<file path="src/hw/rtl/skl_ram.sv">
// skl_ram: generic simple dual-port RAM, one write port, one read port with
// registered read data that holds while no read is issued. No dependencies.
`timescale 1ns / 1ps
`default_nettype none
module skl_ram #(
	parameter int WIDTH = 8,
	parameter int DEPTH = 2
) (
	input  logic                                         clk,
	input  logic                                         we,
	input  logic [((DEPTH > 1) ? $clog2(DEPTH) : 1)-1:0] waddr,
	input  logic [WIDTH-1:0]                             wdata,
	input  logic                                         re,
	input  logic [((DEPTH > 1) ? $clog2(DEPTH) : 1)-1:0] raddr,
	output logic [WIDTH-1:0]                             rdata
);
	logic [WIDTH-1:0] mem_q [DEPTH];

	always_ff @(posedge clk) begin
		if (we) begin
			mem_q[waddr] <= wdata;
		end
		if (re) begin
			rdata <= mem_q[raddr];
		end
	end
endmodule
`default_nettype wire

</file>
<file path="config.mk">
export PLATFORM = sky130hd
export DESIGN_NAME = skl_ram
export DESIGN_NICKNAME = d
export VERILOG_FILES = /design/src/hw/rtl/skl_ram.sv
export SDC_FILE = /design/constraint.sdc
export NUM_CORES = 1
export LEC_CHECK = 0
export ABC_CLOCK_PERIOD_IN_PS = 1100
export BUFFER_PORTS_ARGS = -buffer_cell sky130_fd_sc_hd__buf_2
export CAP_MARGIN = 30
export CELL_PAD_IN_SITES_DETAIL_PLACEMENT = 0
export CELL_PAD_IN_SITES_GLOBAL_PLACEMENT = 2
export CORE_UTILIZATION = 37
export DETAILED_ROUTE_END_ITERATION = 8
export PLACE_DENSITY_LB_ADDON = 0.1
export SLEW_MARGIN = 15
export SYNTH_ARGS = -nofsm -noshare
export SYNTH_HDL_FRONTEND = slang
export SYNTH_SLANG_ARGS = --single-unit
</file>
<file path="constraint.sdc">
create_clock -name clk -period 1.1 [get_ports clk]
set_input_delay 0 -clock clk [delete_from_list [all_inputs] [get_ports clk]]
set_output_delay 0 -clock clk [all_outputs]
set_load 0.01 [all_outputs]
</file>
# --- Yosys cells after proc, flatten, opt, wreduce, memory -nomap -nowiden ---
# Memories as Yosys holds them, arrays and structs flattened. A register that Yosys moved wholly into a read port is not among the register bits.
# Cells that the tools add are included.
totals:
  ff_bits: 0
  mem_bits_rw: 16
  in_bits: 13
  output_inout_bits: 8
  wordCells: 3
  memories: 1
op_classes:
  n_mux: 2
memory_table:
  columns: ["name", "depth", "word_bits", "rd", "rd_ports_with_merged_regs", "wr", "line", "source"]
  rows:
  - ["mem_q", 2, 8, 1, 1, 1, "17", "logic [WIDTH-1:0] mem_q [DEPTH];"]
ops:
  columns: ["operator", "count"]
  rows:
  - ["$mux W1", 2]

# --- Longest topological paths before layout ---
depth:
  word_depth: 2
  depth_mapped: 2
  depth_no_buf: 1

# --- Least setup slack after synthesis ---
# No wires, ideal clock.
synth_timing:
  kind: "register -> register"
  start: "memory mem_q[0][0]"
  end: "register rdata[0], read port of mem_q, data pin"
  setup_time_ps: 260
  arrival_time_ps: 590
  t_required_ps: 840
  path_slack_ps: 250
  stages_incl_launch_ff: 2
  path_buffers: 0
  period_less_slack_ps: 850
  cell_sequence: "edfxtp_1 > mux2_4"
synth_rtl:
  columns: ["item", "line", "source"]
  rows:
  - ["start: declaration", "17", null]
  - ["end: declaration", "15", "output logic [WIDTH-1:0] rdata"]
# No word-level cell between the ends.

# --- Worst setup path in the final report ---
layout_timing:
  start: "memory mem_q[1][5]"
  end: "register rdata[5], read port of mem_q, data pin"
# No word-level cell between the ends.

==> impl_metrics.py <==
metrics = {
    "outcome": {
        "status": "complete, no violations",
    },
    "worst_hold_path": {
        "holdPathEnd": "rdata[4]$_DFFE_PP_",
        "worst_hold_path_type": "in2reg",
        "hp-start": "re",
        "holdPathStages": 1,
    },
    "timing": {
        "fin_crit_ns": 0.909,
        "clock_skew_ns": 0.00671,
        "hold_viol_final": 0,
        "fin_crit_sh_pct": 82.6,
        "hold-worst-slack_ns": 0.0318,
        "max_slew_margin_pct": 73.7,
        "tns_ns": 0,
        "fmax_mhz": 1100,
        "rsz0062_at_grt": "false",
        "drv_slew": 0,
        "tightest_slew_ns": 0.395,
        "timing.final.ws_setup_ns": 0.191,
        "setup_viol": 0,
    },
    "synth": {
        "ys_ff_latch": 24,
        "synth_cell_type_count": 5,
        "synth-simple-area-share_pct": 1.45,
        "netlist_top_cells_area": "edfxtp_1, mux2_4, buf_6",
        "yosys.area.top_type": "edfxtp_1",
        "ys_seq_area_share_pct": 83.4,
        "synth_top_area_share_pct": 83.4,
        "synth_compound_area_share_pct": 0,
        "syn_inst": 35,
        "synth_mux_area_share_pct": 13.9,
        "ys_warn_count": 0,
        "synth_xor_area_share_pct": 0,
        "syn_area_per_cell_um2": 24.7,
        "synth_top_family_by_area": "multiplexers",
        "synthAdderAreaFrac_pct": 0,
        "syn_area_um2": 865,
        "syn_nets": 48,
    },
    "power_and_ir_drop": {
        "leakagePower_nw": 0.430,
        "p_per_area_nw_per_um2": 1460,
        "power_w": 0.00160,
        "ir_drop_mv": 0.633,
    },
    "worst_setup_path": {
        "rrSetupSlack_ns": 0.19,
        "cp_max_fo": 1,
        "arrival_ns": 0.97,
        "cp_slowest_cell": "edfxtp_1",
        "r2r_cells": 1,
        "critical_path.top_delay_family": "flip-flops",
        "rr_endpoint": "rdata[5]$_DFFE_PP_",
        "crit_required_ns": 1.16,
        "rr_startpoint": "mem_q[1][5]$_DFFE_PP_",
        "setup.worst_path.start": "mem_q[1][5]$_DFFE_PP_",
        "worst-path-buf-inv": 0,
        "cp-end-kind": "flop",
        "path_depth": 1,
        "cp_cell_sequence": "mux2_4",
        "cpPeakStageDelay_ns": 0.39,
        "start_kind": "flop",
        "crit_type": "reg2reg",
    },
    "cells_and_area": {
        "syn2layout_area_growth_pct": 27.1,
        "fill_cells": 210,
        "drive_gt1_share_pct": 48.5,
        "antenna_cells": 0,
        "layout.nets": 81,
        "utilization_pct": 49.7,
    },
    "clock_tree": {
        "cts_tree": "yes",
        "clkTransAtPathRegs_ns": 0.12,
        "cts_max_level": 1,
        "cts-resized-gates": 0,
        "cts.sinks": 24,
        "cts_setup_buffers": 0,
        "clockBufferDepth": 2,
        "hold_buffers": 8,
        "insertion_delay_ns": 0.30,
        "cts_root_buf": "clkbuf_4",
        "cts_made_buffers": 3,
    },
    "grt": {
        "grtUsageTotal_pct": 10.7,
        "grt-ovfl-total": 0,
        "grt_pass1_wl_um": 1820,
        "grt_pass1_vias": 446,
        "antenna_found_initial": 0,
        "grt_max_degree": 13,
    },
    "routing": {
        "first_pass_iters": 2,
        "drtIter0Drc": 4,
        "drt-vias-per-instance": 4.45,
        "wl_per_cell_um": 13.3,
        "ant_nets": 0,
        "drc": 0,
        "routed_wl_um": 1250,
        "vias": 418,
    },
    "floorplanning": {
        "rows": 17,
        "ios": 21,
        "dieArea_um2": 2530,
        "core_um2": 2210,
        "initial_utilization_pct": 39.1,
        "die_w_um": 50.3,
        "die_h_um": 50.3,
    },
    "run": {
        "drv_cap": 0,
    },
    "placed_design": {
        "gp_congestion": 0.623,
        "port_buffers": 20,
        "dpl_worst_slack_ns": 0.200,
    },
}
cells by family (layout without fill, tap and decap cells):
| kind of cell | count (synthesis) | after routing |
|---|---|---|
| DFF | 24 | 24 |
| and+or+nand+nor | 2 | 2 |
| buffers and inverters | 1 | 32 |
| muxes | 8 | 8 |
per-stage QoR:
stage | cells | cell area [um^2]
6_report | 94 | 1100
5_1_grt | 94 | 1100
4_1_cts | 94 | 1100
3_5_place_dp | 83 | 996
3_3_place_gp | 83 | 996
2_1_floorplan | 35 | 865
cells in the mapped netlist, drive strengths merged:
| cell | number |
|---|---|
| mux2 | 8 |
| edfxtp | 24 |
| buf | 1 |
| and2 | 1 |
| nor2b | 1 |
power breakdown:
group	switching, W	internal [W]	leakage [nW]
Combinational	0.0000629	0.0000904	0.188
Sequential	0.0000154	0.00108	0.228
Clock	0.000224	0.000128	0.0138
Total	0.000302	0.00130	0.430
registers in the layout, summed over array words and instances (netlist names):
name / cells
rdata: 8
mem_q: 16
how the worst max path moves through the flow:
stage | end | slack [ns]
CTS | rdata[5]$_DFFE_PP_ | 0.18
floorplan | rdata[0]$_DFFE_PP_ | 0.25
global route | rdata[7]$_DFFE_PP_ | 0.18
finish | rdata[5]$_DFFE_PP_ | 0.19
detailed placement | rdata[5]$_DFFE_PP_ | 0.20
global placement | rdata[7]$_DFFE_PP_ | 0.24
layout make-up:
class,instances,area (um^2),share of cell area [%]
clock buffers,3,22.5,2.05
multi-input cells,10,133,12.1
flip-flops and latches,24,721,65.6
well taps,28,35.0,3.19
repair buffers,29,188,17.1
routing by layer:
layer | up-vias | track usage, % | share of wire [%] | wire [um]
li1 | 201 | - | - | -
met1 | 193 | 9.70 | 37 | 458
met2 | 20 | 20.7 | 53 | 664
met3 | 4 | 3.33 | 8.3 | 104
met4 | 0 | 5.56 | 1.7 | 21
met5 | - | 0 | 0 | 0
layout by cell type (no fill, tap or decap):
cell type / netlist / routed
buf_2: 0 / 20
edfxtp_1: 24 / 24
dlygate4sd3_1: 0 / 8
mux2_4: 8 / 8
nor2b_1: 1 / 1
and2_1: 1 / 1
buf_4: 0 / 1
clkbuf_4: 0 / 3
Note: power is estimated with default switching activity, not from simulation.
