$ cat config.mk
export PLATFORM = sky130hd
export DESIGN_NAME = skl_cmp
export DESIGN_NICKNAME = d
export VERILOG_FILES = /design/src/hw/rtl/skl_pkg.sv /design/src/hw/rtl/skl_cmp.sv
export SDC_FILE = /design/constraint.sdc
export NUM_CORES = 1
export LEC_CHECK = 0
export BUFFER_PORTS_ARGS = -buffer_cell sky130_fd_sc_hd__buf_4
export CORE_MARGIN = 2
export CORE_UTILIZATION = 46
export DETAILED_ROUTE_END_ITERATION = 7
export GPL_TIMING_DRIVEN = 0
export PLACE_DENSITY = 0.91
export SYNTH_ARGS = -nofsm -noshare
export SYNTH_HDL_FRONTEND = slang
export SYNTH_SLANG_ARGS = --single-unit
$ cat constraint.sdc
create_clock -name vclk -period 3.5
set_input_delay 0.175 -clock vclk [all_inputs]
set_output_delay 0.175 -clock vclk [all_outputs]
set_load 0.005 [all_outputs]
$ cat src/hw/rtl/skl_pkg.sv
// skl_pkg: sizes, codes, entry layout and the structs passed between the
// modules of the sorted keyed list. No dependencies.
`timescale 1ns / 1ps
`default_nettype none
package skl_pkg;

	localparam int CAPACITY   = 32;
	localparam int NAME_BYTES = 30;

	localparam int KEY_W    = 32;
	localparam int WORD_W   = 64;
	localparam int WORD3_W  = 48;
	localparam int PAD_W    = 4 * WORD_W;
	localparam int NAME_W   = NAME_BYTES * 8;
	localparam int ENTRY_W  = KEY_W + NAME_W;
	localparam int IDX_W    = (CAPACITY > 1) ? $clog2(CAPACITY) : 1;
	localparam int CNT_W    = $clog2(CAPACITY + 1);
	localparam int CMD_W    = 2;
	localparam int STATUS_W = 3;

	typedef enum logic [CMD_W-1:0] {
		CMD_INSERT    = 2'd0,
		CMD_DELETE    = 2'd1,
		CMD_LIST_ASC  = 2'd2,
		CMD_LIST_DESC = 2'd3
	} command_t;

	typedef enum logic [STATUS_W-1:0] {
		ST_INSERTED  = 3'd0,
		ST_FULL      = 3'd1,
		ST_DELETED   = 3'd2,
		ST_NOT_FOUND = 3'd3,
		ST_EMPTY     = 3'd4,
		ST_LISTED    = 3'd5
	} status_t;

	typedef enum logic [2:0] {
		S_IDLE,
		S_INS_WALK,
		S_INS_LAST,
		S_DEL_WALK,
		S_LIST_OUT,
		S_RESP
	} state_t;

	typedef struct packed {
		logic [KEY_W-1:0]  key;
		logic [NAME_W-1:0] name;
	} entry_t;

	typedef struct packed {
		logic             we;
		logic [IDX_W-1:0] addr;
		entry_t           data;
	} ram_wr_t;

	typedef struct packed {
		logic             re;
		logic [IDX_W-1:0] addr;
	} ram_rd_t;

	typedef struct packed {
		logic ge;
		logic eq;
	} cmp_t;

	typedef struct packed {
		status_t            status;
		logic [KEY_W-1:0]   entry_id;
		logic [WORD_W-1:0]  name_word0;
		logic [WORD_W-1:0]  name_word1;
		logic [WORD_W-1:0]  name_word2;
		logic [WORD3_W-1:0] name_word3;
		logic               final_item;
	} res_t;

	// Pack the four name words and drop bytes beyond NAME_BYTES.
	function automatic logic [NAME_W-1:0] to_name(
		input logic [WORD_W-1:0]  w0,
		input logic [WORD_W-1:0]  w1,
		input logic [WORD_W-1:0]  w2,
		input logic [WORD3_W-1:0] w3
	);
		logic [PAD_W-1:0] f;
		f = {{(WORD_W - WORD3_W){1'b0}}, w3, w2, w1, w0};
		return f[NAME_W-1:0];
	endfunction

	function automatic logic [PAD_W-1:0] from_name(input logic [NAME_W-1:0] n);
		logic [PAD_W-1:0] f;
		f = '0;
		f[NAME_W-1:0] = n;
		return f;
	endfunction

endpackage
`default_nettype wire

$ cat src/hw/rtl/skl_cmp.sv
// skl_cmp: shared key compare unit, signed greater-or-equal and equality.
// Depends on skl_pkg.
`timescale 1ns / 1ps
`default_nettype none
module skl_cmp (
	input  logic [skl_pkg::KEY_W-1:0] stored_key,
	input  logic [skl_pkg::KEY_W-1:0] ref_key,
	output skl_pkg::cmp_t             cmp
);
	always_comb begin
		cmp.ge = ($signed(stored_key) >= $signed(ref_key));
		cmp.eq = (stored_key == ref_key);
	end
endmodule
`default_nettype wire

Yosys cells after proc, flatten, opt, wreduce, memory -nomap -nowiden
Index checks and enable logic that the tools add are counted.
{"block": "op_classes", "order_cmp": 1, "n_eq_ne": 1}
{"cell": "$eq A32 B32 Y1", "n": 1}
{"cell": "$ge A32 B32 Y1", "n": 1}
{"block": "totals", "reg_bits": 0, "word_cells": 2}

Depth between registers and ports, before layout
{"block": "depth", "depth_word": 1, "depth_mapped": 8}

Worst setup path before layout
Ideal clock, no wire load.
{"block": "synth_path", "kind": "input port to output port", "startpoint": "input ref_key[19] (netlist name)", "endpoint": "output cmp[1] (netlist name)", "t_arrival_ns": 1.668, "t_required_ns": 3.325, "setup_slack_ns": 1.657, "stages": 8, "n_path_buf": 0, "cell_sequence": "inv_1 ha_1 a21oi_2 o21ai_1 a221o_1 a2111oi_4 a21oi_1 o21bai_1"}
{"element": "start, declared", "line_no": "skl_cmp.sv:7", "text": "input logic [skl_pkg::KEY_W-1:0] ref_key,"}
{"element": "end, declared", "line_no": "skl_cmp.sv:8", "text": "output skl_pkg::cmp_t cmp"}

==> results.toml <==
[power]
max-vdd-ir-drop_uv = 68.05
leakagePower_nw = 0.8447
powerDensity_mw_per_mm2 = 106.7
p_total_w = 0.0001473

[detailed_routing]
drtIter0Drc = 1
drt_pre_antenna_iters = 4
vias_per_cell = 5.019
post_drt_wl_per_cell_um = 11.08
drcViolationCount = 0
num_vias = 1034
wirelength_um = 2283
ant_nets = 0

[run]
maxCapViolCount = 0

[layout]
nets = 279
seq_cells = 0
design_area_mm2 = 0.001380
drive_gt1_share_pct = 39.23
area_delta_synth_final_pct = 61.73
n_fill_cell = 121
seq_area_um2 = 0
insertedDiodeCount = 0
clkbuf_count = 0
multi_input_area_um2 = 729.5

[synthesis]
synth_area_leaders = "ha_1 (47%), inv_1 (15%), a21oi_1 (6.5%)"
synthDistinctLibCells = 20
yosysSeqAreaShare_pct = 0
synth_commonest_cells = "inv_1 (33), ha_1 (32), a21oi_1 (11)"
netlist.area_leader.share_pct = 46.92
synth-warning-count = 0
synth.avg_cell_area_um2 = 7.420
synth.most_common_cell = "inv_1"
synth_top_area_cell = "ha_1"
synth.net_count = 211
syn_area_um2 = 853.3
netlist_instances = 115

[timing]
fin_setup_tns_ns = 0
finalSetupViolCount = 0
achievable-frequency_ghz = 0.4628
min_period_ns = 2.161
slew_violations = 0
finalWorstSetupSlack_ns = 1.339
hold_viol = 0
tightestPinTransition_ns = 0.5744
grt_setup_unrepaired = "false"
relSlewSlack_pct = 61.36
hold-worst-slack_ns = 0.8676
finalCritPeriodShare_pct = 61.73

[die]
start_util_pct = 49.42
num_rows = 15
core_area_mm2 = 0.001727
dieArea_mm2 = 0.002216
io-pin-count = 66
dieHeight_um = 47.07
die_x_um = 47.07

[placement]
dp_slack_ns = 1.345
gp_congestion = 0.6989
place.port_buffers = 66
dpl_cell_area_mm2 = 0.001380
dp_hpwl_um = 2209

[global_route]
overflow = 0
grt_first_pass_wirelength_um = 3857
grt_pass1_vias = 1104
antenna_found_initial = 0
grt_max_degree = 5
grt_use_total_pct = 22.88

[worst_setup_path]
worstSetupPathType = "primary input to output port"
cp_max_fo = 3
required_ns = 3.32
critPathArrivalTime_ns = 1.99
end_kind = "output port"
start_kind = "primary input"

[outcome]
outcome = "finished, final reports clean"

[min_path]
min_path_cells = 5
min_path_type = "primary input to output port"

[clock_tree]
cts.repair.resized = 0
ctsHoldBuffers = 0
post_cts_buffers = 0
## report_power, final
part,switching [W],internal [W]
Sequential,0,0
Clock,0,0
Combinational,0.0000596,0.0000877
Total,0.0000596,0.0000877
## layer usage
metal / vias up / GRT usage [%] / part of all wire (%)
met5: - / 0 / 0
met4: 0 / 6.111 / 2.5
met3: 8 / 1.923 / 6.3
met2: 45 / 48.77 / 56
met1: 448 / 22.73 / 35
li1: 533 / - / -
## cell type report
type | instances | share of cell area (%)
Multi-Input combinational cell | 82 | 52.86
Inverter | 33 | 8.976
Timing Repair Buffer | 66 | 35.90
Tap cell | 25 | 2.267
## metrics by stage
| stage | utilization (%) | cells |
|---|---|---|
| 3_3_place_gp | 79.93 | 206 |
| 5_1_grt | 79.93 | 206 |
| 2_1_floorplan | - | 115 |
| 3_5_place_dp | 79.93 | 206 |
| 4_1_cts | 79.93 | 206 |
| 6_report | 79.93 | 206 |
## critical path, stage by stage
cell	delay (ns)
buf_4	0.11
ha_1	0.33
a21oi_2	0.15
o21ai_1	0.08
a221o_1	0.39
a2111oi_4	0.36
and3_1	0.19
o21bai_1	0.06
buf_4	0.14
## final timing paths
check / startpoint / endpoint / slack, ns
max: stored_key[19] / cmp[1] / 1.34
min: ref_key[0] / cmp[0] / 0.87
## placed cells by master, fill, tap and decap left out
cell type / instances
o31ai_4: 1
nand2_1: 6
inv_1: 33
ha_1: 32
nor4_1: 2
a21o_1: 3
a21oi_1: 11
a2111oi_4: 1
nor2_1: 3
nand4_1: 7
o211ai_1: 1
o21ai_0: 1
a21boi_2: 1
a221o_1: 2
a21oi_2: 2
buf_4: 66
and3_1: 1
nor2b_1: 2
nand3_1: 4
o21bai_1: 1
o21ai_1: 1
## cells by family after synthesis
logic type               count (synthesis)  share of synthesized area, %
buffers and inverters                   33                         14.52
adder cells (fa/ha/maj)                 32                         46.92
AND/OR/NAND/NOR                         25                         15.10
AO/OA/AOI/OAI                           25                         23.46
(Power assumes the default switching activity.)
