### src/hw/rtl/skl_pkg.sv
// skl_pkg: sizes, codes, entry layout and the structs passed between the
// modules of the sorted keyed list. No dependencies.
`timescale 1ns / 1ps
`default_nettype none
package skl_pkg;

	localparam int CAPACITY   = 32;
	localparam int NAME_BYTES = 30;

	localparam int KEY_W    = 32;
	localparam int WORD_W   = 64;
	localparam int WORD3_W  = 48;
	localparam int PAD_W    = 4 * WORD_W;
	localparam int NAME_W   = NAME_BYTES * 8;
	localparam int ENTRY_W  = KEY_W + NAME_W;
	localparam int IDX_W    = (CAPACITY > 1) ? $clog2(CAPACITY) : 1;
	localparam int CNT_W    = $clog2(CAPACITY + 1);
	localparam int CMD_W    = 2;
	localparam int STATUS_W = 3;

	typedef enum logic [CMD_W-1:0] {
		CMD_INSERT    = 2'd0,
		CMD_DELETE    = 2'd1,
		CMD_LIST_ASC  = 2'd2,
		CMD_LIST_DESC = 2'd3
	} command_t;

	typedef enum logic [STATUS_W-1:0] {
		ST_INSERTED  = 3'd0,
		ST_FULL      = 3'd1,
		ST_DELETED   = 3'd2,
		ST_NOT_FOUND = 3'd3,
		ST_EMPTY     = 3'd4,
		ST_LISTED    = 3'd5
	} status_t;

	typedef enum logic [2:0] {
		S_IDLE,
		S_INS_WALK,
		S_INS_LAST,
		S_DEL_WALK,
		S_LIST_OUT,
		S_RESP
	} state_t;

	typedef struct packed {
		logic [KEY_W-1:0]  key;
		logic [NAME_W-1:0] name;
	} entry_t;

	typedef struct packed {
		logic             we;
		logic [IDX_W-1:0] addr;
		entry_t           data;
	} ram_wr_t;

	typedef struct packed {
		logic             re;
		logic [IDX_W-1:0] addr;
	} ram_rd_t;

	typedef struct packed {
		logic ge;
		logic eq;
	} cmp_t;

	typedef struct packed {
		status_t            status;
		logic [KEY_W-1:0]   entry_id;
		logic [WORD_W-1:0]  name_word0;
		logic [WORD_W-1:0]  name_word1;
		logic [WORD_W-1:0]  name_word2;
		logic [WORD3_W-1:0] name_word3;
		logic               final_item;
	} res_t;

	// Pack the four name words and drop bytes beyond NAME_BYTES.
	function automatic logic [NAME_W-1:0] to_name(
		input logic [WORD_W-1:0]  w0,
		input logic [WORD_W-1:0]  w1,
		input logic [WORD_W-1:0]  w2,
		input logic [WORD3_W-1:0] w3
	);
		logic [PAD_W-1:0] f;
		f = {{(WORD_W - WORD3_W){1'b0}}, w3, w2, w1, w0};
		return f[NAME_W-1:0];
	endfunction

	function automatic logic [PAD_W-1:0] from_name(input logic [NAME_W-1:0] n);
		logic [PAD_W-1:0] f;
		f = '0;
		f[NAME_W-1:0] = n;
		return f;
	endfunction

endpackage
`default_nettype wire

### src/hw/rtl/skl_cmd_if.sv
// skl_cmd_if: command channel (valid/ready plus command fields).
// Depends on skl_pkg for field widths.
`timescale 1ns / 1ps
`default_nettype none
interface skl_cmd_if;
	logic                            valid;
	logic                            ready;
	logic [skl_pkg::CMD_W-1:0]       command;
	logic signed [skl_pkg::KEY_W-1:0] entry_id;
	logic [skl_pkg::WORD_W-1:0]      name_word0;
	logic [skl_pkg::WORD_W-1:0]      name_word1;
	logic [skl_pkg::WORD_W-1:0]      name_word2;
	logic [skl_pkg::WORD3_W-1:0]     name_word3;

	modport source (
		output valid, command, entry_id, name_word0, name_word1, name_word2, name_word3,
		input  ready
	);
	modport sink (
		input  valid, command, entry_id, name_word0, name_word1, name_word2, name_word3,
		output ready
	);
endinterface
`default_nettype wire

### src/hw/rtl/skl_ctrl.sv
// skl_ctrl: sequencer that walks the entry RAM one entry per cycle, a listing
// pausing while the result slot is taken, for insert (shift up from the top),
// delete (search and shift down) and listing. Depends on skl_pkg, skl_cmd_if.
`timescale 1ns / 1ps
`default_nettype none
module skl_ctrl (
	input  logic                      clk,
	input  logic                      arst_n,
	skl_cmd_if.sink                   cmd,
	output skl_pkg::ram_wr_t          ram_wr,
	output skl_pkg::ram_rd_t          ram_rd,
	input  skl_pkg::entry_t           rd_entry,
	output logic [skl_pkg::KEY_W-1:0] ref_key,
	input  skl_pkg::cmp_t             cmp,
	input  logic                      slot_free,
	output logic                      out_load,
	output skl_pkg::res_t             out_data
);
	localparam int IDX_W = skl_pkg::IDX_W;
	localparam int CNT_W = skl_pkg::CNT_W;

	skl_pkg::state_t  state_q, state_d;
	logic [IDX_W-1:0] idx_q, idx_d;
	logic [CNT_W-1:0] cnt_q, cnt_d;
	logic             found_q, found_d;
	logic             desc_q, desc_d;
	skl_pkg::status_t resp_q, resp_d;
	logic [skl_pkg::KEY_W-1:0] resp_id_q, resp_id_d;
	skl_pkg::entry_t  new_q, new_in;

	skl_pkg::command_t    cmd_code;
	logic [IDX_W-1:0]     last_idx;
	logic                 is_full, is_empty, list_last, transfer;
	logic [skl_pkg::PAD_W-1:0] rd_name;

	assign cmd_code  = skl_pkg::command_t'(cmd.command);
	assign last_idx  = IDX_W'(cnt_q - 1'b1);
	assign is_full   = (cnt_q == CNT_W'(skl_pkg::CAPACITY));
	assign is_empty  = (cnt_q == '0);
	assign list_last = desc_q ? (idx_q == '0) : (idx_q == last_idx);
	assign transfer  = cmd.valid && (state_q == skl_pkg::S_IDLE);
	assign rd_name   = skl_pkg::from_name(rd_entry.name);
	assign ref_key   = new_q.key;
	assign cmd.ready = (state_q == skl_pkg::S_IDLE);

	always_comb begin
		new_in.key  = cmd.entry_id;
		new_in.name = skl_pkg::to_name(cmd.name_word0, cmd.name_word1,
			cmd.name_word2, cmd.name_word3);
	end

	// next state
	always_comb begin
		state_d = state_q;
		unique case (state_q)
			skl_pkg::S_IDLE: begin
				if (cmd.valid) begin
					unique case (cmd_code)
						skl_pkg::CMD_INSERT:
							state_d = (is_full || is_empty) ? skl_pkg::S_RESP
								: skl_pkg::S_INS_WALK;
						skl_pkg::CMD_DELETE:
							state_d = is_empty ? skl_pkg::S_RESP : skl_pkg::S_DEL_WALK;
						default:
							state_d = is_empty ? skl_pkg::S_RESP : skl_pkg::S_LIST_OUT;
					endcase
				end
			end
			skl_pkg::S_INS_WALK: begin
				if (!cmp.ge) begin
					state_d = skl_pkg::S_RESP;
				end else if (idx_q == '0) begin
					state_d = skl_pkg::S_INS_LAST;
				end
			end
			skl_pkg::S_INS_LAST: state_d = skl_pkg::S_RESP;
			skl_pkg::S_DEL_WALK: begin
				if (idx_q == last_idx) begin
					state_d = skl_pkg::S_RESP;
				end
			end
			skl_pkg::S_LIST_OUT: begin
				if (slot_free && list_last) begin
					state_d = skl_pkg::S_IDLE;
				end
			end
			skl_pkg::S_RESP: begin
				if (slot_free) begin
					state_d = skl_pkg::S_IDLE;
				end
			end
			default: state_d = skl_pkg::S_IDLE;
		endcase
	end

	// outputs and datapath next values
	always_comb begin
		ram_wr.we   = 1'b0;
		ram_wr.addr = '0;
		ram_wr.data = new_q;
		ram_rd.re   = 1'b0;
		ram_rd.addr = '0;
		out_load    = 1'b0;
		out_data.status     = resp_q;
		out_data.entry_id   = resp_id_q;
		out_data.name_word0 = '0;
		out_data.name_word1 = '0;
		out_data.name_word2 = '0;
		out_data.name_word3 = '0;
		out_data.final_item = 1'b1;
		idx_d     = idx_q;
		cnt_d     = cnt_q;
		found_d   = found_q;
		desc_d    = desc_q;
		resp_d    = resp_q;
		resp_id_d = resp_id_q;

		unique case (state_q)
			skl_pkg::S_IDLE: begin
				if (cmd.valid) begin
					resp_id_d = cmd.entry_id;
					unique case (cmd_code)
						skl_pkg::CMD_INSERT: begin
							resp_d = skl_pkg::ST_INSERTED;
							if (is_full) begin
								resp_d = skl_pkg::ST_FULL;
							end else if (is_empty) begin
								ram_wr.we   = 1'b1;
								ram_wr.data = new_in;
								cnt_d       = CNT_W'(cnt_q + 1'b1);
							end else begin
								ram_rd.re   = 1'b1;
								ram_rd.addr = last_idx;
								idx_d       = last_idx;
							end
						end
						skl_pkg::CMD_DELETE: begin
							resp_d  = skl_pkg::ST_EMPTY;
							found_d = 1'b0;
							idx_d   = '0;
							ram_rd.re = !is_empty;
						end
						default: begin
							resp_d    = skl_pkg::ST_EMPTY;
							resp_id_d = '0;
							desc_d    = (cmd_code == skl_pkg::CMD_LIST_DESC);
							idx_d     = desc_d ? last_idx : '0;
							ram_rd.re   = !is_empty;
							ram_rd.addr = idx_d;
						end
					endcase
				end
			end
			skl_pkg::S_INS_WALK: begin
				// entries at or above the new key move up one slot
				ram_wr.we   = 1'b1;
				ram_wr.addr = IDX_W'(idx_q + 1'b1);
				if (cmp.ge) begin
					ram_wr.data = rd_entry;
					if (idx_q != '0) begin
						ram_rd.re   = 1'b1;
						ram_rd.addr = IDX_W'(idx_q - 1'b1);
						idx_d       = IDX_W'(idx_q - 1'b1);
					end
				end else begin
					cnt_d = CNT_W'(cnt_q + 1'b1);
				end
			end
			skl_pkg::S_INS_LAST: begin
				ram_wr.we = 1'b1;
				cnt_d     = CNT_W'(cnt_q + 1'b1);
			end
			skl_pkg::S_DEL_WALK: begin
				found_d = found_q || cmp.eq;
				// after the first match every entry moves down one slot
				if (found_q) begin
					ram_wr.we   = 1'b1;
					ram_wr.addr = IDX_W'(idx_q - 1'b1);
					ram_wr.data = rd_entry;
				end
				if (idx_q == last_idx) begin
					resp_d = found_d ? skl_pkg::ST_DELETED : skl_pkg::ST_NOT_FOUND;
					if (found_d) begin
						cnt_d = CNT_W'(cnt_q - 1'b1);
					end
				end else begin
					ram_rd.re   = 1'b1;
					ram_rd.addr = IDX_W'(idx_q + 1'b1);
					idx_d       = IDX_W'(idx_q + 1'b1);
				end
			end
			skl_pkg::S_LIST_OUT: begin
				out_data.status     = skl_pkg::ST_LISTED;
				out_data.entry_id   = rd_entry.key;
				out_data.name_word0 = rd_name[0 +: skl_pkg::WORD_W];
				out_data.name_word1 = rd_name[skl_pkg::WORD_W +: skl_pkg::WORD_W];
				out_data.name_word2 = rd_name[2 * skl_pkg::WORD_W +: skl_pkg::WORD_W];
				out_data.name_word3 = rd_name[3 * skl_pkg::WORD_W +: skl_pkg::WORD3_W];
				out_data.final_item = list_last;
				if (slot_free) begin
					out_load = 1'b1;
					if (!list_last) begin
						idx_d       = desc_q ? IDX_W'(idx_q - 1'b1) : IDX_W'(idx_q + 1'b1);
						ram_rd.re   = 1'b1;
						ram_rd.addr = idx_d;
					end
				end
			end
			skl_pkg::S_RESP: begin
				out_load = slot_free;
			end
			default: ;
		endcase
	end

	always_ff @(posedge clk or negedge arst_n) begin
		if (!arst_n) begin
			state_q <= skl_pkg::S_IDLE;
			idx_q   <= '0;
			cnt_q   <= '0;
			found_q <= 1'b0;
			desc_q  <= 1'b0;
		end else begin
			state_q <= state_d;
			idx_q   <= idx_d;
			cnt_q   <= cnt_d;
			found_q <= found_d;
			desc_q  <= desc_d;
		end
	end

	always_ff @(posedge clk) begin
		resp_q    <= resp_d;
		resp_id_q <= resp_id_d;
		if (transfer) begin
			new_q <= new_in;
		end
	end
endmodule
`default_nettype wire

### src/flat_wrapper.sv
// flat-port wrapper written by rule: the top's interface ports become plain ports
module skl_ctrl_flat 
  (clk, arst_n, ram_wr, ram_rd, rd_entry, ref_key, cmp, slot_free, out_load, out_data, cmd_valid, cmd_command, cmd_entry_id, cmd_name_word0, cmd_name_word1, cmd_name_word2, cmd_name_word3, cmd_ready);
  skl_cmd_if cmd_i ();
  input  logic clk;
  input  logic arst_n;
  output skl_pkg::ram_wr_t ram_wr;
  output skl_pkg::ram_rd_t ram_rd;
  input  skl_pkg::entry_t rd_entry;
  output logic [skl_pkg::KEY_W-1:0] ref_key;
  input  skl_pkg::cmp_t cmp;
  input  logic slot_free;
  output logic out_load;
  output skl_pkg::res_t out_data;
  input wire logic [$bits(cmd_i.valid)-1:0] cmd_valid;
  input wire logic [$bits(cmd_i.command)-1:0] cmd_command;
  input wire logic [$bits(cmd_i.entry_id)-1:0] cmd_entry_id;
  input wire logic [$bits(cmd_i.name_word0)-1:0] cmd_name_word0;
  input wire logic [$bits(cmd_i.name_word1)-1:0] cmd_name_word1;
  input wire logic [$bits(cmd_i.name_word2)-1:0] cmd_name_word2;
  input wire logic [$bits(cmd_i.name_word3)-1:0] cmd_name_word3;
  output wire logic [$bits(cmd_i.ready)-1:0] cmd_ready;
  assign cmd_i.valid = cmd_valid;
  assign cmd_i.command = cmd_command;
  assign cmd_i.entry_id = cmd_entry_id;
  assign cmd_i.name_word0 = cmd_name_word0;
  assign cmd_i.name_word1 = cmd_name_word1;
  assign cmd_i.name_word2 = cmd_name_word2;
  assign cmd_i.name_word3 = cmd_name_word3;
  assign cmd_ready = cmd_i.ready;
  skl_ctrl u_core (.clk(clk), .arst_n(arst_n), .cmd(cmd_i), .ram_wr(ram_wr), .ram_rd(ram_rd), .rd_entry(rd_entry), .ref_key(ref_key), .cmp(cmp), .slot_free(slot_free), .out_load(out_load), .out_data(out_data));
endmodule
### config.mk
export PLATFORM = sky130hd
export DESIGN_NAME = skl_ctrl_flat
export DESIGN_NICKNAME = d
export VERILOG_FILES = /design/src/hw/rtl/skl_pkg.sv /design/src/hw/rtl/skl_cmd_if.sv /design/src/hw/rtl/skl_ctrl.sv /design/src/flat_wrapper.sv
export SDC_FILE = /design/constraint.sdc
export NUM_CORES = 1
export LEC_CHECK = 0
export ABC_AREA = 0
export BUFFER_PORTS_ARGS = -buffer_cell sky130_fd_sc_hd__buf_2
export CORE_AREA = 4 4 445 447
export DETAILED_ROUTE_END_ITERATION = 10
export DIE_AREA = 0 0 449 451
export GPL_ROUTABILITY_DRIVEN = 0
export HOLD_SLACK_MARGIN = 0.06
export PLACE_DENSITY_LB_ADDON = 0.08
export SLEW_MARGIN = 25
export SYNTH_ARGS = -nofsm -noshare
export SYNTH_HDL_FRONTEND = slang
export SYNTH_SLANG_ARGS = --single-unit
export TNS_END_PERCENT = 100
### constraint.sdc
create_clock -name clk -period 23.5 [get_ports clk]
set_input_delay 2.35 -clock clk [delete_from_list [all_inputs] [get_ports clk]]
set_output_delay 2.35 -clock clk [all_outputs]
set_load 0.02 [all_outputs]
[Yosys cells after proc, flatten, opt, wreduce, memory -nomap -nowiden]
Cells that the tools add are included.
Cells by class
  equality and inequality tests: 27
  reduce and logical (&&, ||, !) cells: 22
  add/sub/neg operators: 4
  bitwise operators: 1
  mux-type cells: 68
Operator list (count)
  $mux 272: 5
  $pmux 272 s3: 1
  $mux 278: 1
  $mux 276: 1
  $mux 6: 15
  $mux 5: 10
  $pmux 6 s4: 2
  $mux 3: 11
  $pmux 5 s2: 3
  $pmux 5 s4: 1
  $pmux 3 s6: 1
  $ne 2x2->1 const B: 8
  $ne 2x1->1 const B: 7
  $mux 1: 12
  $pmux 3 s2: 2
  $reduce_and 3->1: 3
  $reduce_and 9->1: 1
  $reduce_and 8->1: 1
  $reduce_bool 4->1: 2
  $add 6x1->6 const B: 1
  $eq 3x2->1 const B: 2
  $eq 3x3->1 const B: 2
  $eq 6x6->1 const B: 1
  $logic_not 6->1: 1
  23 further kinds: 28
Word-level totals
  input bits: 552
  word-level logic and storage cells: 131
  output and inout bits: 594
  flip-flop bits (word level): 323

[Logic depth before layout (Yosys ltp)]
Gate-level depths: netlist of the first run.
  depth after elaboration: 6
  depth in mapped cells: 12
  depth with buffers taken out: 7

[Worst setup path after synthesis of the first run]
Ideal clock, no wire load.
  path type: input-to-output
  start point: in cmd_valid
  end point: out ram_rd[0] (netlist bit)
  buffers on the path: 0
  required time: 21.150 ns
  stages on the path: 4
  setup slack: 11.370 ns
  data arrival time: 9.780 ns
  path through: nand2_1 -> inv_1 -> nand2b_1 -> o22ai_1
RTL lines
  start: declaration: line flat_wrapper.sv:15  | input wire logic [$bits(cmd_i.valid)-1:0] cmd_valid;
  end: declaration: line flat_wrapper.sv:8  | output skl_pkg::ram_rd_t ram_rd;

==> summary.md, run 1 <==
| Metric | Value |
|---|---|
| Antenna-violating nets left | `0` |
| Via Count | `about 18000` |
| Min Tclk post-route | `8.952 ns` |
| Measured slew at the worst slew-check pin | `1.171 ns` |
| Final #Nets | `between 3000 and 4000` |
| Die ar. | `202500 sq um` |
| Setup violators final | `0` |
| Synth Cell Area | `around 18000 sq um` |
| Reg-to-reg critical path endpoint | `u_core.new_q[213]` |
| Commonest non-fill, non-tap cells in the layout | `buf_2 (1145), edfxtp_1 (307), a22o_1 (272), a21o_1 (272), and2_1 (240)` |
| Fin cells | `5255` |
| Synth top area share | `50.12%` |
| Synth Warn # | `0` |
| Clk root buf | `clkbuf_16` |
| Initial Util | `9.473%` |
| Largest area contributor in the netlist | `edfxtp_1` |
| CTS buffer count | `49` |
| All-Layer GR Usage | `approximately an eighth` |
| Hold-critical path depth | `2` |
| WP data arrival | `6.60 ns` |
| Met2 usage in global routing | `22.74%` |
| Dpl ws | `14.35 ns` |
| Skew final | `0.01801 ns` |
| Synth top area cells | `edfxtp_1 (50%), a22o_1 (13%), a21o_1 (11%), and2_1 (8.2%), nand2_1 (2.4%)` |
| Post-synthesis sequential area ratio | `a little over half` |
| Drt pass-1 iters | `5` |
| Leak Pwr | `0.01316 uW` |
| Largest net degree at the start of global routing | `139` |
| Post-synth EDFFs | `a little over 300` |
| CTS max path bufs | `3` |
| Cts repair resizes | `0` |
| Die X | `between 400 and 500 um` |
| Clock tree sinks | `between 300 and 400` |
| Ratio of cells with drive above 1 in the final layout | `between 40% and 50%` |
| R2R Path Start | `u_core.state_q[1]` |
| Pwr per Cell Area | `128.6 nW/um^2` |
| Met1 GRT Util | `between 10% and 20%` |
| Yosys cell types | `60` |
| Fin. Hold Viols | `0` |
| Ys flop type | `edfxtp_1` |
| Fin crit share | `38.09%` |
| WL final | `137800 um` |
| Rows | `162` |
| Clk pin slew, worst setup/hold paths | `0.05 ns` |
| Worst Setup End Kind | `primary output` |
| Crit path kind | `primary input to primary output` |
| Inst Count DP | `5148` |
| Routed len/inst | `26.22 um` |
| Worst r2r path cells | `5` |
| Most common cell after layout, fill and taps aside | `buf_2` |
| IO Port Bufs | `1145` |
| R2r setup slk | `19.99 ns` |
| CTS tree | `done` |
| Unrepaired setup endpoints after global routing | `false` |
| Global routing's busiest layer | `met2` |
| Worst setup SP type | `primary input` |
| Critical Path RT | `between 20 and 25 ns` |
| H-tree depth | `2` |
| Number of global-route vias before repair | `19040` |
| Syn nets | `2170` |
| Met3 GRT Util | `3.877%` |
| GRT overflow | `0` |
| CP Max Fanout | `64` |
| Synth Instances | `1614` |
| Total core area | `194200 sq um` |
| Async S/R FF share, synth | `4.954%` |
| Syn Area/Cell | `roughly 11 sq um` |
| Setup TNS | `0 ns` |
| Vias per cell | `3.469` |
| Worst Hold Class | `register to register` |
| Flops & latches, synth | `323` |
| Hold_sp | `u_core.cnt_q[1]` |
| Later-pin clock latency in the skew report | `0.65 ns` |
| Num ports | `1146` |
| Initial DRC count | `about 1000` |
| Max_slew headroom | `21.95%` |
| Initial antenna violation count | `just over 90` |
| Max-Cap Viols | `0` |
| HPWL Detailed | `roughly 110000 um` |
| DRC viols | `0` |
| Setup repair bufs after CTS | `0` |
| Area grow syn2layout | `53.03%` |
| Hold-fix buffers, CTS | `0` |
| Post-layout util | `14.50%` |
| Fmax | `0.1117 GHz` |
| Die H | `451 um` |
| Final Max Slew Viols | `0` |
| First-pass GRT wire length | `roughly 180000 um` |
| Peak supply drop | `0.00006489 V` |
| Hold endpoint | `u_core.cnt_q[1]` |
| Setup ws final | `roughly 15 ns` |
| Status | `finished clean` |
==> critical path, cell delays in order <==
cell	delay, ns
buf_2	0.10
buf_4	0.30
nor2_1	0.32
nand2_1	0.17
nor3_4	0.55
buf_4	0.41
buf_4	0.73
buf_4	0.81
a22o_1	0.26
a21o_1	0.08
buf_2	0.26
==> cells by family after synthesis <==
kind of cell | synth area share [%]
adders and majority gates | 0.2721
DFF | 52.29
and+or+nand+nor | 14.05
muxes | 0.3469
AOI/OAI and AO/OA | 26.54
buffers and inverters | 5.407
xor gates and xnor gates | 1.095
==> power breakdown <==
group | switching [uW] | total [uW] | internal [uW]
registers | 76.5 | 869 | 793
clock network | 312 | 710 | 398
logic | 1410 | 2040 | 625
total | 1800 | 3620 | 1820
==> layer usage <==
layer	up-vias	share of wire, %	wire, um
met5	-	0.19	262
met4	38	3.6	4912
met3	238	7.3	10080
met2	810	50	69540
met1	9010	38	52980
li1	8135	-	-
==> Yosys cell counts (16+ instances only) <==
cell type  count
a21o_1       272
a22o_1       272
and2_1       240
buf_2         36
buf_4         44
clkbuf_1      83
dfrtp_1       16
edfxtp_1     307
nand2_1      120
nor2_1        21
nor2b_1       35
xnor2_1       18
==> metrics by stage <==
step | instance area [sq um] | power [uW] | hold WS (ns)
after floorplan | 18400 | 2107 | 0.5622
after global placement | 26630 | 3012 | 0.6784
after detailed placement | 26640 | 2989 | 0.6719
after CTS | 28090 | 3742 | 0.6764
after global routing | 28120 | 3843 | 0.7315
final | 28150 | 3619 | 0.6685
==> flip-flops by register name (all words and copies together), names as in the netlist <==
register and cells:
u_core.desc_q 1, u_core.cnt_q 6, u_core.state_q 3, u_core.ref_key 32
u_core.resp_q 3, u_core.new_q 240, u_core.idx_q 5, u_core.resp_id_q 32
u_core.found_q 1
==> layout make-up <==
cell class | count | area [sq um]
fill | 22200 | 166000
sequential | 323 | 9619
multi-input combinational | 1102 | 7830
timing repair buffer | 1167 | 5946
tap | 2542 | 3181
clock buffer | 60 | 1289
clock inverter | 24 | 167.7
inverter | 14 | 60.06
antenna | 23 | 57.56
==> worst max-delay path by stage <==
stage	start	to	slack (ns)	cells after the start
2_1_floorplan	cmd_valid	ram_rd[0]	11.37	4
4_1_cts	cmd_command[1]	ram_wr[262]	14.33	11
3_3_place_gp	cmd_command[1]	ram_wr[262]	14.36	11
5_1_grt	cmd_command[1]	ram_wr[262]	14.20	11
6_report	cmd_command[1]	ram_wr[262]	14.55	11
3_5_place_dp	cmd_command[1]	ram_wr[262]	14.35	11
Power figures use the tool's default switching activity.
==> inputs of run 2 (changes only) <==
--- a/config.mk
+++ b/config.mk
@@ -7,9 +7,9 @@
 export LEC_CHECK = 0
 export ABC_AREA = 0
 export BUFFER_PORTS_ARGS = -buffer_cell sky130_fd_sc_hd__buf_2
-export CORE_AREA = 4 4 445 447
+export CORE_AREA = 4 4 441 443
 export DETAILED_ROUTE_END_ITERATION = 10
-export DIE_AREA = 0 0 449 451
+export DIE_AREA = 0 0 445 447
 export GPL_ROUTABILITY_DRIVEN = 0
 export HOLD_SLACK_MARGIN = 0.06
 export PLACE_DENSITY_LB_ADDON = 0.08
==> constraint.sdc (replaced) <==
create_clock -name clk -period 8 [get_ports clk]
set_input_delay 0.8 -clock clk [delete_from_list [all_inputs] [get_ports clk]]
set_output_delay 0.8 -clock clk [all_outputs]
set_load 0.02 [all_outputs]
==> run 2 against run 1 <==
Net effect: worst hold slack worse by 0.56 ns; register-to-register slack worse by 16 ns; total power rose to 3.0 times the previous value; critical path depth down 1; via count up 0.36%; critical endpoint is now ram_wr[114]; highest routed layer unchanged.
==> summary.md, run 2 (same netlist as run 1, synthesis figures left out) <==
| Metric | Value |
|---|---|
| Status | `finished clean` |
| Die H | `447 um (-0.89%)` |
| Fin crit share | `between 60% and 70%` |
| CTS tree | `done` |
| Via Count | `18300 (+0.36%)` |
| Total core area | `190000 sq um (-2.2%)` |
| # fillers | `21660 (-2.5%)` |
| Worst Setup End Kind | `primary output` |
| Drt pass-1 iters | `5 (unchanged)` |
| Die ar. | `198900 sq um (-1.8%)` |
| Die X | `445 um (-0.89%)` |
| Placed Area | `26650 sq um (about the same)` |
| Hold-fix buffers, CTS | `0 (unchanged)` |
| Initial antenna violation count | `98 (+7.7%)` |
| All-Layer GR Usage | `13.23% (+0.35 points)` |
| Pwr per Cell Area | `382.0 nW/um^2 (+200%)` |
| Max-Cap Viols | `0 (unchanged)` |
| Worst setup SP type | `register` |
| Reg-to-reg critical path endpoint | `u_core.new_q[124]` |
| CP Depth | `10 (-1)` |
| Crit path from | `u_core.cnt_q[0]` |
| CTS max path bufs | `3 (unchanged)` |
| Worst path cell trace | `inv_1, ha_1, nor4b_4, nand2_1, nor3_4, buf_12, buf_4, a22o_1, a21o_1, buf_2` |
| Skew final | `0.02064 ns (+0.002632 ns)` |
| Worst r2r path cells | `5 (unchanged)` |
| CP endpoint | `ram_wr[114]` |
| Commonest non-fill, non-tap cells in the layout | `buf_2 (1145), edfxtp_1 (307), a22o_1 (272), a21o_1 (272), and2_1 (240)` |
| Max reg flops | `240 (unchanged)` |
| Clk root buf | `clkbuf_16` |
| Setup violators final | `0 (unchanged)` |
| Crit path kind | `register to primary output` |
| HPWL Detailed | `110300 um (+1.7%)` |
| Num ports | `1146 (unchanged)` |
| CTS buffer count | `50 (+2.0%)` |
| Crit path max-delay cell type | `dfrtp_1` |
| Area grow syn2layout | `54.09%` |
| Peak supply drop | `0.0001972 V (+200%)` |
| Initial Util | `9.683% (+0.21 points)` |
| First-pass GRT wire length | `180900 um (+0.74%)` |
| Max_slew headroom | `31.34% (+9.4 points)` |
| Top reg by flops | `u_core.new_q` |
| Measured slew at the worst slew-check pin | `1.016 ns (-0.1552 ns)` |
| Fmax | `0.1934 GHz` |
| Routed len/inst | `26.78 um (+2.1%)` |
| Antenna-violating nets left | `0 (unchanged)` |
| Final Max Slew Viols | `0 (unchanged)` |
| H-tree depth | `2 (unchanged)` |
| Min Tclk post-route | `around 5.2 ns` |
| Leak Pwr | `0.01324 uW (+0.64%)` |
| WL final | `140100 um (+1.7%)` |
| Unrepaired setup endpoints after global routing | `false` |
| WP data arrival | `4.37 ns (-2.23 ns)` |
| Family with the most delay on the worst path | `buffers and inverters` |
| Cts repair resizes | `0 (unchanged)` |
| Setup TNS | `0 ns (unchanged)` |
| Largest net degree at the start of global routing | `125 (-10%)` |
| R2r setup slk | `4.21 ns (-15.78 ns)` |
| Initial DRC count | `978 (-2.5%)` |
| Rows | `160 (-1.2%)` |
| Largest stage delay on the critical path | `0.49 ns (-0.32 ns)` |
| GRT overflow | `0 (unchanged)` |
| Ratio of cells with drive above 1 in the final layout | `46.57% (+0.065 points)` |
| Number of global-route vias before repair | `19030 (-0.037%)` |
| Final #Nets | `3213 (unchanged)` |
| R2R Path Start | `u_core.state_q[0]` |
| Critical Path RT | `7.20 ns (-13.95 ns)` |
| Clk pin slew, worst setup/hold paths | `0.06 ns (about the same)` |
| DRC viols | `0 (unchanged)` |
| Worst Hold Class | `primary input to asynchronous set/reset pin` |
| Buf/Inv on CP | `4 (-2)` |
| Clock tree sinks | `323 (unchanged)` |
| CP Max Fanout | `112 (+75%)` |
| Vias per cell | `3.497 (+0.80%)` |
| Later-pin clock latency in the skew report | `0.64 ns (about the same)` |
| IO Port Bufs | `1145 (unchanged)` |
| Setup repair bufs after CTS | `0 (unchanged)` |
| Fin. Hold Viols | `0 (unchanged)` |
| Most common cell after layout, fill and taps aside | `buf_2` |
| Final Cell Area | `28340 sq um (+0.69%)` |
==> run 2: cell count changes in the layout (fill, tap and decap cells not counted), moves of 2 or more <==
cell,change
buf_4,-7
clkinv_4,-2
bufinv_16,+5
clkinvlp_4,+4
buf_12,+5
==> run 2: worst min path at each step <==
stage | startpoint | end | slack (ns) | cells past startpoint
after floorplan | arst_n | u_core.cnt_q[0] | 0.50 | 0
after global placement | u_core.cnt_q[1] | u_core.cnt_q[1] | 0.65 | 2
after detailed placement | u_core.cnt_q[1] | u_core.cnt_q[1] | 0.66 | 2
after CTS | arst_n | u_core.idx_q[1] | 0.06 | 1
after global routing | arst_n | u_core.idx_q[3] | 0.09 | 1
final | arst_n | u_core.idx_q[1] | 0.11 | 1
==> run 2: through the flow <==
stage / hold WS, ns / cells / total power [uW] / utilization [%] / setup slack, ns
after floorplan: 0.5044 / 1614 / 6148 / - / 1.215
after global placement: 0.6550 / 5116 / 8822 / 14.02 / 3.230
after detailed placement: 0.6574 / 5116 / 8735 / 14.03 / 3.210
after CTS: 0.06433 / 5208 / 11190 / 14.89 / 2.717
after global routing: 0.09236 / 5216 / 11490 / 14.90 / 2.613
final: 0.1110 / 5232 / 10830 / 14.92 / 2.828
==> run 2: layout make-up <==
class,count,area [sq um],share of cell area (%)
inverters,14,56.30,0.1986
clock inverters,31,346.6,1.223
clock buffers,61,1292,4.560
flip-flops and latches,323,9619,33.94
repair buffers,1166,6005,21.18
multi-input cells,1102,7824,27.60
well taps,2511,3142,11.08
diodes,24,60.06,0.2119
==> run 2: layer usage <==
layer | track usage (%) | up-vias | part of all wire (%)
li1 | - | 8155 | -
met1 | 14.58 | 9110 | 37
met2 | 25.52 | 776 | 54
met3 | 3.177 | 231 | 6.2
met4 | 2.757 | 24 | 2.2
met5 | 0 | - | 0.10
==> run 2: power breakdown <==
| part | internal [uW] | leakage [uW] | switching, uW | total (uW) |
|---|---|---|---|---|
| clock network | 1350 | 0.000786 | 968 | 2320 |
| registers | 2330 | 0.00303 | 250 | 2580 |
| logic | 1850 | 0.00942 | 4090 | 5930 |
==> inputs of run 3 (changes only) <==
--- a/config.mk
+++ b/config.mk
@@ -7,9 +7,9 @@
 export LEC_CHECK = 0
 export ABC_AREA = 0
 export BUFFER_PORTS_ARGS = -buffer_cell sky130_fd_sc_hd__buf_2
-export CORE_AREA = 4 4 441 443
+export CORE_AREA = 4 4 446 448
 export DETAILED_ROUTE_END_ITERATION = 10
-export DIE_AREA = 0 0 445 447
+export DIE_AREA = 0 0 450 452
 export GPL_ROUTABILITY_DRIVEN = 0
 export HOLD_SLACK_MARGIN = 0.06
 export PLACE_DENSITY_LB_ADDON = 0.08
==> constraint.sdc (replaced) <==
create_clock -name clk -period 5.17 [get_ports clk]
set_input_delay 0.517 -clock clk [delete_from_list [all_inputs] [get_ports clk]]
set_output_delay 0.517 -clock clk [all_outputs]
set_load 0.02 [all_outputs]
==> run 3 against run 2 <==
Net effect: clock power up 56%; combinational power up 60%; clock skew up 0.0060 ns; sequential power up 56%; first-iteration DRC count up 11%; largest cell class unchanged; via count up 6.3%; die area up 2.3%.
==> summary.md, run 3 (same netlist as run 1, synthesis figures left out) <==
| Metric | Value |
|---|---|
| Status | `finished clean` |
| Combinational fraction of design power | `55.4% (+0.6 points)` |
| Final Cell Area | `31160 sq um (+9.9%)` |
| All-Layer GR Usage | `13.41% (+0.18 points)` |
| Placed Area | `26790 sq um (+0.56%)` |
| Clk pin slew, worst setup/hold paths | `0.05 ns (about the same)` |
| Fin cells | `5532 (+5.7%)` |
| Clock tree sinks | `323 (unchanged)` |
| Commonest non-fill, non-tap cells in the layout | `buf_2 (1145), edfxtp_1 (307), a22o_1 (272), a21o_1 (272), dlygate4sd3_1 (266)` |
| H-tree depth | `2 (unchanged)` |
| Peak supply drop | `0.0002938 V (+49%)` |
| Min Tclk post-route | `4.645 ns` |
| Worst Setup End Kind | `primary output` |
| CP Max Fanout | `9 (-92%)` |
| Largest net degree at the start of global routing | `141 (+13%)` |
| Rows | `162 (+1.3%)` |
| Final #Nets | `3487 (+8.5%)` |
| CTS buffer count | `51 (+2.0%)` |
| Initial Util | `9.453% (-0.23 points)` |
| Pwr Total | `17130 uW (+58%)` |
| Hold-fix buffers, CTS | `266 (+266)` |
| Cts repair resizes | `0 (unchanged)` |
| Leak Pwr | `0.01442 uW (+8.9%)` |
| Dpl ws | `1.094 ns (-2.117 ns)` |
| Ratio of cells with drive above 1 in the final layout | `42.53% (-4.0 points)` |
| IO Port Bufs | `1145 (unchanged)` |
| Sw power | `8362 uW (+58%)` |
| Pwr per Cell Area | `549.7 nW/um^2 (+44%)` |
| Internal | `8766 uW (+59%)` |
| Fin crit share | `between 80% and 90%` |
| Via Count | `19450 (+6.3%)` |
| Total core area | `194600 sq um (+2.4%)` |
| Sw Share | `48.82% (-0.17 points)` |
| HPWL Detailed | `113900 um (+3.3%)` |
| Drt pass-1 iters | `5 (unchanged)` |
| CTS max path bufs | `3 (unchanged)` |
| Routed len/inst | `26.04 um (-2.8%)` |
| First-pass GRT wire length | `189100 um (+4.6%)` |
| Worst setup SP type | `register` |
| Die ar. | `203400 sq um (+2.3%)` |
| Initial antenna violation count | `60 (-39%)` |
| Measured slew at the worst slew-check pin | `1.080 ns (+0.06462 ns)` |
| Max_slew headroom | `27.99% (-3.4 points)` |
| Fin. Hold Viols | `0 (unchanged)` |
| Fmax | `0.2153 GHz` |
| Clk root buf | `clkbuf_16` |
| Top reg by flops | `u_core.new_q` |
| Setup violators final | `0 (unchanged)` |
| Die H | `452 um (+1.1%)` |
| Worst Hold Class | `primary input to register` |
| Inst Count DP | `5154 (+0.74%)` |
| Clock share of power | `21.2% (-0.2 points)` |
| Number of global-route vias before repair | `20950 (+10%)` |
| Setup repair bufs after CTS | `0 (unchanged)` |
| WL final | `144000 um (+2.8%)` |
| Setup ws final | `0.5249 ns (-2.303 ns)` |
| Num ports | `1146 (unchanged)` |
| WP data arrival | `4.13 ns (-0.24 ns)` |
| Max reg flops | `240 (unchanged)` |
| DRC viols | `0 (unchanged)` |
| Crit path kind | `register to primary output` |
| Area grow syn2layout | `69.41%` |
| Vias per cell | `3.515 (+0.52%)` |
| Final Max Slew Viols | `0 (unchanged)` |
| Skew final | `0.02659 ns (+0.005956 ns)` |
| Sequential share of power | `23.5% (-0.3 points)` |
| CTS tree | `done` |
| Setup TNS | `0 ns (unchanged)` |
| Unrepaired setup endpoints after global routing | `false` |
| Max-Cap Viols | `0 (unchanged)` |
| GRT overflow | `0 (unchanged)` |
| Later-pin clock latency in the skew report | `0.65 ns (about the same)` |
| Critical Path RT | `4.65 ns (-2.55 ns)` |
| Antenna-violating nets left | `0 (unchanged)` |
| Initial DRC count | `1085 (+11%)` |
| Most common cell after layout, fill and taps aside | `buf_2` |
| Die X | `450 um (+1.1%)` |
==> run 3: cell count changes in the layout (fill, tap and decap cells not counted), moves of 3 or more <==
| cell | change |
|---|---|
| clkinvlp_4 | -3 |
| buf_12 | +4 |
| diode_2 | -4 |
| buf_4 | +4 |
| dlygate4sd3_1 | +266 |
==> run 3: final timing paths <==
| check | depth (start not counted) | endpoint | slack [ns] | startpoint |
|---|---|---|---|---|
| hold reg to reg | 2 | u_core.cnt_q[1] | 0.63 | u_core.cnt_q[1] |
| hold / removal | 1 | u_core.new_q[9] | 0.17 | cmd_name_word0[9] |
| setup / recovery | 8 | ram_rd[0] | 0.52 | u_core.cnt_q[0] |
| max in group asynchronous | 2 | u_core.cnt_q[2] | 4.43 | arst_n |
| setup reg to reg | 7 | u_core.idx_q[0] | 1.86 | u_core.cnt_q[0] |
| min in group asynchronous | 2 | u_core.idx_q[3] | 0.38 | arst_n |
==> run 3: stage by stage <==
stage	utilization (%)	hold WS, ns
2_1_floorplan	-	0.2214
3_3_place_gp	13.77	0.5313
3_5_place_dp	13.77	0.5213
4_1_cts	15.99	0.06796
5_1_grt	15.99	0.09562
6_report	16.01	0.1665
==> run 3: worst max-delay path, cell delays in order (launching register included) <==
cell and delay, ns:
dfrtp_1 0.48, inv_1 0.13, ha_1 0.30, nor3b_1 0.55, xnor2_1 0.21, nand4_1 0.45
a21boi_0 0.87, o22ai_1 0.25, buf_2 0.23
==> run 3: cell type report <==
| class | instances | area, sq um |
|---|---|---|
| fill | 22170 | 163400 |
| sequential | 323 | 9619 |
| timing repair buffer | 1439 | 8766 |
| multi-input combinational | 1102 | 7841 |
| tap | 2542 | 3181 |
| clock buffer | 65 | 1339 |
| clock inverter | 27 | 310.3 |
| inverter | 14 | 56.30 |
| antenna | 20 | 50.05 |
==> run 3: layer usage <==
| metal | GRT usage [%] | wire (um) | vias to the layer above |
|---|---|---|---|
| met5 | 0 | 157 | - |
| met4 | 3.457 | 3480 | 22 |
| met3 | 3.183 | 9501 | 172 |
| met2 | 25.08 | 75780 | 784 |
| met1 | 15.18 | 55110 | 9764 |
| li1 | - | - | 8704 |
==> run 3: power groups by stage <==
stage	logic [uW]	clock network (uW)	registers, uW
after floorplan	5620	0	3900
after global placement	9700	0	4100
after detailed placement	9590	0	4070
after CTS	9820	3860	4030
after global routing	10200	3930	4070
final	9490	3620	4020
